--- src/hw/rtl/ohb_pkg.sv ---
// Shared types and constants for the overwrite-oldest history buffer.
// Depends on nothing; every other file in the block imports it.
package ohb_pkg;

   // Command codes carried on the action field of an input item.
   localparam logic [2:0] ACT_APPEND = 3'd0;
   localparam logic [2:0] ACT_NEXT   = 3'd1;
   localparam logic [2:0] ACT_PREV   = 3'd2;
   localparam logic [2:0] ACT_CLEAR  = 3'd3;
   localparam logic [2:0] ACT_VIEW   = 3'd4;

   // Reported position and fill are five bits wide.
   localparam int unsigned REPORT_W = 5;

   // One stored record: the tag and the readings side by side.
   typedef struct packed {
      logic [9:0]         sensor;
      logic signed [11:0] temperature;
      logic [9:0]         humidity;
      logic [16:0]        pressure;
      logic [15:0]        vibration;
      logic [31:0]        stamp;
   } record_type;

   // Commands from the controller to the datapath.
   typedef struct packed {
      logic capture;   // latch the accepted item
      logic exec;      // update ring pointers and write the store
      logic read;      // read the record under the cursor
   } cmd_type;

endpackage

--- src/hw/rtl/overwrite_oldest_history_buffer.sv ---
// Overwrite-oldest history buffer with a browse cursor.
// An accepted item passes through the execute and store-read states before its result
// is valid. The next item is accepted only after the result is taken, since the
// controller holds one item.
// Reset: synchronous, clears the ring pointers, fill count and handshake; the store is
// not cleared, since a read result is passed out only while the buffer holds records.
module overwrite_oldest_history_buffer
   import ohb_pkg::*;
#(
   parameter int unsigned LOG_DEPTH = 20
)(
   input  logic                clock,
   input  logic                reset,
   input  logic                req_valid,
   output logic                req_ready,
   input  logic [2:0]          req_action,
   input  logic [9:0]          req_sensor_id,
   input  logic signed [11:0]  req_temperature,
   input  logic [9:0]          req_humidity,
   input  logic [16:0]         req_pressure,
   input  logic [15:0]         req_vibration,
   input  logic [31:0]         req_stamp,
   output logic                rsp_valid,
   input  logic                rsp_ready,
   output logic                rsp_entry_valid,
   output logic [9:0]          rsp_cur_sensor,
   output logic signed [11:0]  rsp_cur_temperature,
   output logic [9:0]          rsp_cur_humidity,
   output logic [16:0]         rsp_cur_pressure,
   output logic [15:0]         rsp_cur_vibration,
   output logic [31:0]         rsp_cur_stamp,
   output logic [4:0]          rsp_position,
   output logic [4:0]          rsp_fill,
   output logic                rsp_refused
);

   cmd_type    cmd;
   record_type in_rec;
   record_type out_rec;

   // Pack the incoming item into one record.
   assign in_rec.sensor      = req_sensor_id;
   assign in_rec.temperature = req_temperature;
   assign in_rec.humidity    = req_humidity;
   assign in_rec.pressure    = req_pressure;
   assign in_rec.vibration   = req_vibration;
   assign in_rec.stamp       = req_stamp;

   ohb_ctrl u_ctrl (
      .clock     (clock),
      .reset     (reset),
      .req_valid (req_valid),
      .req_ready (req_ready),
      .rsp_valid (rsp_valid),
      .rsp_ready (rsp_ready),
      .cmd       (cmd)
   );

   ohb_dpath #(
      .LOG_DEPTH (LOG_DEPTH)
   ) u_dpath (
      .clock           (clock),
      .reset           (reset),
      .cmd             (cmd),
      .in_action       (req_action),
      .in_record       (in_rec),
      .out_entry_valid (rsp_entry_valid),
      .out_record      (out_rec),
      .out_position    (rsp_position),
      .out_fill        (rsp_fill),
      .out_refused     (rsp_refused)
   );

   // Unpack the record under the cursor.
   assign rsp_cur_sensor      = out_rec.sensor;
   assign rsp_cur_temperature = out_rec.temperature;
   assign rsp_cur_humidity    = out_rec.humidity;
   assign rsp_cur_pressure    = out_rec.pressure;
   assign rsp_cur_vibration   = out_rec.vibration;
   assign rsp_cur_stamp       = out_rec.stamp;

endmodule

--- src/hw/rtl/ohb_ctrl.sv ---
// Controller state machine of the history buffer.
// Depends on ohb_pkg; drives the datapath commands and both handshakes.
module ohb_ctrl
   import ohb_pkg::*;
(
   input  logic    clock,
   input  logic    reset,
   input  logic    req_valid,
   output logic    req_ready,
   output logic    rsp_valid,
   input  logic    rsp_ready,
   output cmd_type cmd
);

   typedef enum logic [1:0] {
      ST_IDLE,
      ST_EXEC,
      ST_READ,
      ST_RESP
   } state_type;

   state_type state_ff;
   logic      req_ready_ff;
   logic      rsp_valid_ff;

   // Sequence one item through execute, read and respond.
   always_ff @(posedge clock) begin
      if (reset) begin
         state_ff     <= ST_IDLE;
         req_ready_ff <= 1'b1;
         rsp_valid_ff <= 1'b0;
      end else begin
         unique case (state_ff)
            ST_IDLE: begin
               if (req_valid) begin
                  state_ff     <= ST_EXEC;
                  req_ready_ff <= 1'b0;
               end
            end
            ST_EXEC: begin
               state_ff <= ST_READ;
            end
            ST_READ: begin
               state_ff     <= ST_RESP;
               rsp_valid_ff <= 1'b1;
            end
            ST_RESP: begin
               if (rsp_ready) begin
                  state_ff     <= ST_IDLE;
                  rsp_valid_ff <= 1'b0;
                  req_ready_ff <= 1'b1;
               end
            end
            default: begin
               state_ff     <= ST_IDLE;
               req_ready_ff <= 1'b1;
               rsp_valid_ff <= 1'b0;
            end
         endcase
      end
   end

   assign req_ready   = req_ready_ff;
   assign rsp_valid   = rsp_valid_ff;
   assign cmd.capture = req_valid & req_ready_ff;
   assign cmd.exec    = (state_ff == ST_EXEC);
   assign cmd.read    = (state_ff == ST_READ);

endmodule

--- src/hw/rtl/ohb_dpath.sv ---
// Datapath of the history buffer: ring pointers, record store, result registers.
// Depends on ohb_pkg; steered by the commands of ohb_ctrl.
module ohb_dpath
   import ohb_pkg::*;
#(
   parameter int unsigned LOG_DEPTH = 20
)(
   input  logic                clock,
   input  logic                reset,
   input  cmd_type             cmd,
   input  logic [2:0]          in_action,
   input  record_type          in_record,
   output logic                out_entry_valid,
   output record_type          out_record,
   output logic [REPORT_W-1:0] out_position,
   output logic [REPORT_W-1:0] out_fill,
   output logic                out_refused
);

   localparam int unsigned IW = (LOG_DEPTH > 1) ? $clog2(LOG_DEPTH) : 1;
   localparam int unsigned CW = $clog2(LOG_DEPTH + 1);
   localparam logic [IW-1:0] LAST_SLOT = IW'(LOG_DEPTH - 1);
   localparam logic [CW-1:0] FULL_COUNT = CW'(LOG_DEPTH);

   // Ring state.
   logic [IW-1:0] oldest_ff, oldest_in;
   logic [CW-1:0] held_ff, held_in;
   logic [IW-1:0] cursor_ff, cursor_in;
   logic          refused_ff, refused_in;

   // Captured item and result registers.
   logic [2:0]    act_ff;
   record_type    rec_ff;
   record_type    rd_ff;
   logic          entry_ff;
   logic [CW-1:0] pos_ff;

   // Record store, written on append and read once per item.
   record_type    store [LOG_DEPTH];

   logic          wr_en;
   logic [IW-1:0] wr_slot;
   logic [IW-1:0] offset;

   // Slot one step forward or back around the ring.
   function automatic logic [IW-1:0] slot_inc(input logic [IW-1:0] s);
      return (s == LAST_SLOT) ? '0 : s + 1'b1;
   endfunction

   function automatic logic [IW-1:0] slot_dec(input logic [IW-1:0] s);
      return (s == '0) ? LAST_SLOT : s - 1'b1;
   endfunction

   // Distance of the cursor from the oldest record.
   always_comb begin
      if (cursor_ff >= oldest_ff) begin
         offset = cursor_ff - oldest_ff;
      end else begin
         offset = IW'((IW + 1)'(cursor_ff) + (IW + 1)'(LOG_DEPTH) - (IW + 1)'(oldest_ff));
      end
   end

   // Next ring state for the captured command.
   always_comb begin
      logic [IW-1:0] oldest_a;
      logic [CW-1:0] held_a;
      logic [IW-1:0] cursor_a;
      logic [CW:0]   sum;
      oldest_in  = oldest_ff;
      held_in    = held_ff;
      cursor_in  = cursor_ff;
      refused_in = 1'b0;
      wr_en      = 1'b0;
      oldest_a   = oldest_ff;
      held_a     = held_ff;
      cursor_a   = cursor_ff;
      sum        = '0;
      wr_slot    = '0;
      unique case (act_ff)
         ACT_APPEND: begin
            // A full ring drops its oldest record first.
            if (held_ff >= FULL_COUNT) begin
               oldest_a = slot_inc(oldest_ff);
               held_a   = held_ff - 1'b1;
               if (cursor_ff == oldest_ff) begin
                  cursor_a = oldest_a;
               end
            end
            sum = (CW + 1)'(oldest_a) + (CW + 1)'(held_a);
            if (sum >= (CW + 1)'(LOG_DEPTH)) begin
               sum = sum - (CW + 1)'(LOG_DEPTH);
            end
            wr_slot = IW'(sum);
            if (held_a == '0) begin
               cursor_a = wr_slot;
            end
            wr_en     = 1'b1;
            oldest_in = oldest_a;
            held_in   = held_a + 1'b1;
            cursor_in = cursor_a;
         end
         ACT_NEXT: begin
            if (held_ff != '0 && (CW'(offset) + 1'b1) < held_ff) begin
               cursor_in = slot_inc(cursor_ff);
            end else begin
               refused_in = 1'b1;
            end
         end
         ACT_PREV: begin
            if (held_ff != '0 && offset != '0) begin
               cursor_in = slot_dec(cursor_ff);
            end else begin
               refused_in = 1'b1;
            end
         end
         ACT_CLEAR: begin
            oldest_in = '0;
            held_in   = '0;
            cursor_in = '0;
         end
         default: begin
            // View only, and the unused codes behave the same.
         end
      endcase
   end

   // Ring pointers, the refusal flag and the entry flag.
   always_ff @(posedge clock) begin
      if (reset) begin
         oldest_ff  <= '0;
         held_ff    <= '0;
         cursor_ff  <= '0;
         refused_ff <= 1'b0;
         entry_ff   <= 1'b0;
      end else begin
         if (cmd.exec) begin
            oldest_ff  <= oldest_in;
            held_ff    <= held_in;
            cursor_ff  <= cursor_in;
            refused_ff <= refused_in;
         end
         if (cmd.read) begin
            entry_ff <= (held_ff != '0);
         end
      end
   end

   // Item capture and result payload.
   always_ff @(posedge clock) begin
      if (cmd.capture) begin
         act_ff <= in_action;
         rec_ff <= in_record;
      end
      if (cmd.read) begin
         pos_ff <= CW'(offset) + 1'b1;
      end
   end

   // Store write on append, registered read at the cursor.
   always_ff @(posedge clock) begin
      if (cmd.exec && wr_en) begin
         store[wr_slot] <= rec_ff;
      end
      if (cmd.read) begin
         rd_ff <= store[cursor_ff];
      end
   end

   // An empty buffer reports zeros for the record and its position.
   always_comb begin
      logic [CW+REPORT_W-1:0] pos_ext;
      logic [CW+REPORT_W-1:0] fill_ext;
      pos_ext         = (CW + REPORT_W)'(pos_ff);
      fill_ext        = (CW + REPORT_W)'(held_ff);
      out_entry_valid = entry_ff;
      out_record      = entry_ff ? rd_ff : '0;
      out_position    = entry_ff ? pos_ext[REPORT_W-1:0] : '0;
      out_fill        = fill_ext[REPORT_W-1:0];
      out_refused     = refused_ff;
   end

endmodule

--- config.mk ---
export PLATFORM = sky130hd
export DESIGN_NAME = overwrite_oldest_history_buffer
export DESIGN_NICKNAME = d
export VERILOG_FILES = /design/src/hw/rtl/ohb_pkg.sv /design/src/hw/rtl/overwrite_oldest_history_buffer.sv /design/src/hw/rtl/ohb_ctrl.sv /design/src/hw/rtl/ohb_dpath.sv
export SDC_FILE = /design/constraint.sdc
export NUM_CORES = 2
export LEC_CHECK = 0
export CAP_MARGIN = 20
export CORE_ASPECT_RATIO = 0.5
export CORE_MARGIN = 5
export CORE_UTILIZATION = 30
export DETAILED_ROUTE_END_ITERATION = 10
export DONT_BUFFER_PORTS = 1
export PLACE_DENSITY = 0.44
export SYNTH_ARGS = -nofsm -noshare
export SYNTH_HDL_FRONTEND = slang
export SYNTH_SLANG_ARGS = --single-unit
--- constraint.sdc ---
create_clock -name clock -period 29.5 [get_ports clock]
set_input_delay 5.9 -clock clock [delete_from_list [all_inputs] [get_ports clock]]
set_output_delay 5.9 -clock clock [all_outputs]
set_load 0.005 [all_outputs]
==> impl_metrics.toml <==
[floorplanning]
core-area_um2 = 274000
fp-row-count = 136
die_height_um = 381
dieWidth_um = 752
start_util_pct = 30.1
dieArea_um2 = 287000
ios = 215

[finish]
nNetsFinal = 3730
synthToLayoutAreaGrowth_pct = 13.6
finalNonFillerCells = 7408
drive_gt1_share_pct = 28.4

[power]
total_power_mw = 7.22
power.density_nw_per_um2 = 76.9
p_leak_nw = 27.8
vdd_drop_max_uv = 48.2

[sta]
final_max_slew_viol_count = 0
finalHoldViolations = 0
setup_violations = 0
rsz0062_at_grt = "false"
period_needed_ns = 8.57
skew_ns = 0.0716
fmax_mhz = 117
tns_ns = 0
relSlewSlack_pct = 9.96
worst_pin_slew_ns = 1.35
finalCritPeriodShare_pct = 29.1

[routing]
wl_per_cell_um = 28.3
num_vias = 36375
drt_wl_total_mm = 209
first_pass_iters = 5
drc_errors = 0
ant_nets = 0
drtIter0Drc = 3612
vias_per_cell = 4.91

[clock_network]
cts_buffer_depth = 4
clk_pin_slew_ns = 0.06
cts_setup_buffers = 0
cts_hold_buffers = 0
cts_tree = "built"
ctsHtreeMaxLevel = 4
cts_resized = 0
numClockSinks = 2163
cts_buffers = 211
root_buffer = "clkbuf_16"
clock_latency_ns = 0.86

[placement]
gp_congestion = 0.738
io_buffers = 0
hpwl_mm = 101
dp.cells = 7030

[synthesis]
synth_cell_type_count = 71
syn_inst = 3478
avgSynthCellArea_um2 = 23.8
ys.flop_type = "edfxtp_1"
ys_seq_area_share_pct = 78.3
synthArstFlopShare_pct = 0
synth_warnings = 0
ys_ff_latch = 2163
syn_nets = 3621
netlist_area_um2 = 82700
synth-edff-count = 2142

[grt]
antenna_found_initial = 25
first_global_vias = 38624
gr-usage-all-layers_pct = 14.3
grt_max_degree = 138
grt_pass1_wl_mm = 295
overflow = 0

[worst_setup_path]
worst-setup-path-type = "flop to output pin"
cp-end-kind = "output pin"
critical_path_required_ns = 23.60
cp.arrival_ns = 2.67
worstSetupStartpointType = "flop"
crit_fanout = 53

[job]
cap_violations = 0

[worst_hold_path]
hp-class = "flop to flop"

[outcome]
status = "completed"
synth_stat cells (3+ instances only):
library cell | count | area share [%]
edfxtp_1 | 2142 | 78
mux4_2 | 582 | 16
clkbuf_1 | 117 | 0.53
and2_1 | 110 | 0.83
mux2_2 | 97 | 1.3
nor2_1 | 50 | 0.23
buf_1 | 43 | 0.20
inv_1 | 35 | 0.16
ha_1 | 34 | 0.51
nand2_1 | 31 | 0.14
o21ai_0 | 27 | 0.16
dfxtp_1 | 21 | 0.51
a21oi_1 | 20 | 0.12
nand3_1 | 17 | 0.10
nor3_1 | 17 | 0.10
xnor2_1 | 11 | 0.12
a22oi_1 | 9 | 0.082
buf_2 | 8 | 0.048
a211oi_1 | 7 | 0.064
nand2b_1 | 6 | 0.045
o211ai_1 | 6 | 0.054
xor2_1 | 6 | 0.064
fa_1 | 5 | 0.12
nor2b_1 | 4 | 0.030
o22ai_1 | 4 | 0.030
or3_1 | 4 | 0.030
a221oi_1 | 3 | 0.032
a311oi_1 | 3 | 0.032
and3_1 | 3 | 0.023
nand3b_1 | 3 | 0.027
o21a_1 | 3 | 0.027
routing by layer:
| layer | share of wire [%] | wire, um | vias to the layer above | GRT usage, % |
|---|---|---|---|---|
| met5 | 0.022 | 47 | - | 0 |
| met4 | 2.3 | 4730 | 8 | 3.52 |
| met3 | 4.9 | 10300 | 306 | 2.37 |
| met2 | 48 | 99700 | 829 | 22.9 |
| met1 | 45 | 94500 | 20225 | 20.3 |
| li1 | - | - | 15007 | - |
registers in the layout, indices dropped and copies added (netlist names), 2 cells and up:
| signal | count |
|---|---|
| u_ctrl.state_ff | 2 |
| u_dpath.act_ff | 3 |
| u_dpath.cursor_ff | 5 |
| u_dpath.oldest_ff | 5 |
| u_dpath.out_fill | 5 |
| u_dpath.pos_ff | 5 |
| u_dpath.rd_ff | 97 |
| u_dpath.rec_ff | 97 |
| u_dpath.store | 1940 |
power by group:
part | switching, mW | internal (mW)
combinational | 0.480 | 0.422
sequential | 0.152 | 3.58
clock | 1.14 | 1.45
total | 1.78 | 5.45
placed cells by master, fill, tap and decap left out, types with 16 or more instances in the layout:
cell type and count:
ha_1 33, clkbuf_16 215, nor2_1 35, edfxtp_1 2142, mux4_2 582, and2_1 109, nand3_1 17, inv_1 35
a21oi_1 20, o21ai_0 27, buf_4 50, mux2_2 97, clkbuf_1 48, clkinv_2 37, nand2_1 31, clkinv_1 48
dfxtp_1 16
final cells by class:
cell class	instances	area, um^2
fillers	25310	181000
flip-flops and latches	2163	64800
multi-input cells	1109	17300
clock buffers	263	5560
well taps	3657	4580
clock inverters	105	836
repair buffers	66	703
inverters	36	143
diodes	9	22.5
metrics by stage:
stage / cell area, um^2 / hold WS, ns / utilization, % / setup slack, ns
2_1_floorplan: 82700 / 0.493 / - / 18.44
4_1_cts: 93900 / 0.553 / 34.2 / 20.71
6_report: 93900 / 0.549 / 34.2 / 20.93
5_1_grt: 93900 / 0.582 / 34.2 / 20.61
3_3_place_gp: 87500 / 0.520 / 31.9 / 21.72
3_5_place_dp: 87500 / 0.532 / 31.9 / 21.63
critical path, cell delays in order, from the launching register on:
cell and delay (ns):
dfxtp_4 0.83, buf_4 0.59, and2_1 0.27
cells by family after synthesis:
family          share of synthesized area, %
flops                                   78.3
simple gates                            1.76
compound gates                         0.973
buf+inv                                0.956
fa+ha+maj                              0.636
mux                                     17.2
xor+xnor                               0.180
worst paths after layout:
check,startpoint,to,slack (ns),depth (start not counted)
hold / removal,u_ctrl.rsp_valid$_SDFFE_PP0P_,u_ctrl.rsp_valid$_SDFFE_PP0P_,0.55,2
setup / recovery,u_dpath.out_entry_valid$_SDFFE_PP0P_,rsp_cur_stamp[1],20.93,2
hold reg to reg,u_ctrl.rsp_valid$_SDFFE_PP0P_,u_ctrl.rsp_valid$_SDFFE_PP0P_,0.55,2
setup reg to reg,u_dpath.out_fill[3]$_SDFFE_PP0P_,u_dpath.store[4][58]$_DFFE_PP_,22.08,19
No activity file was read; power rests on OpenSTA's default activity.
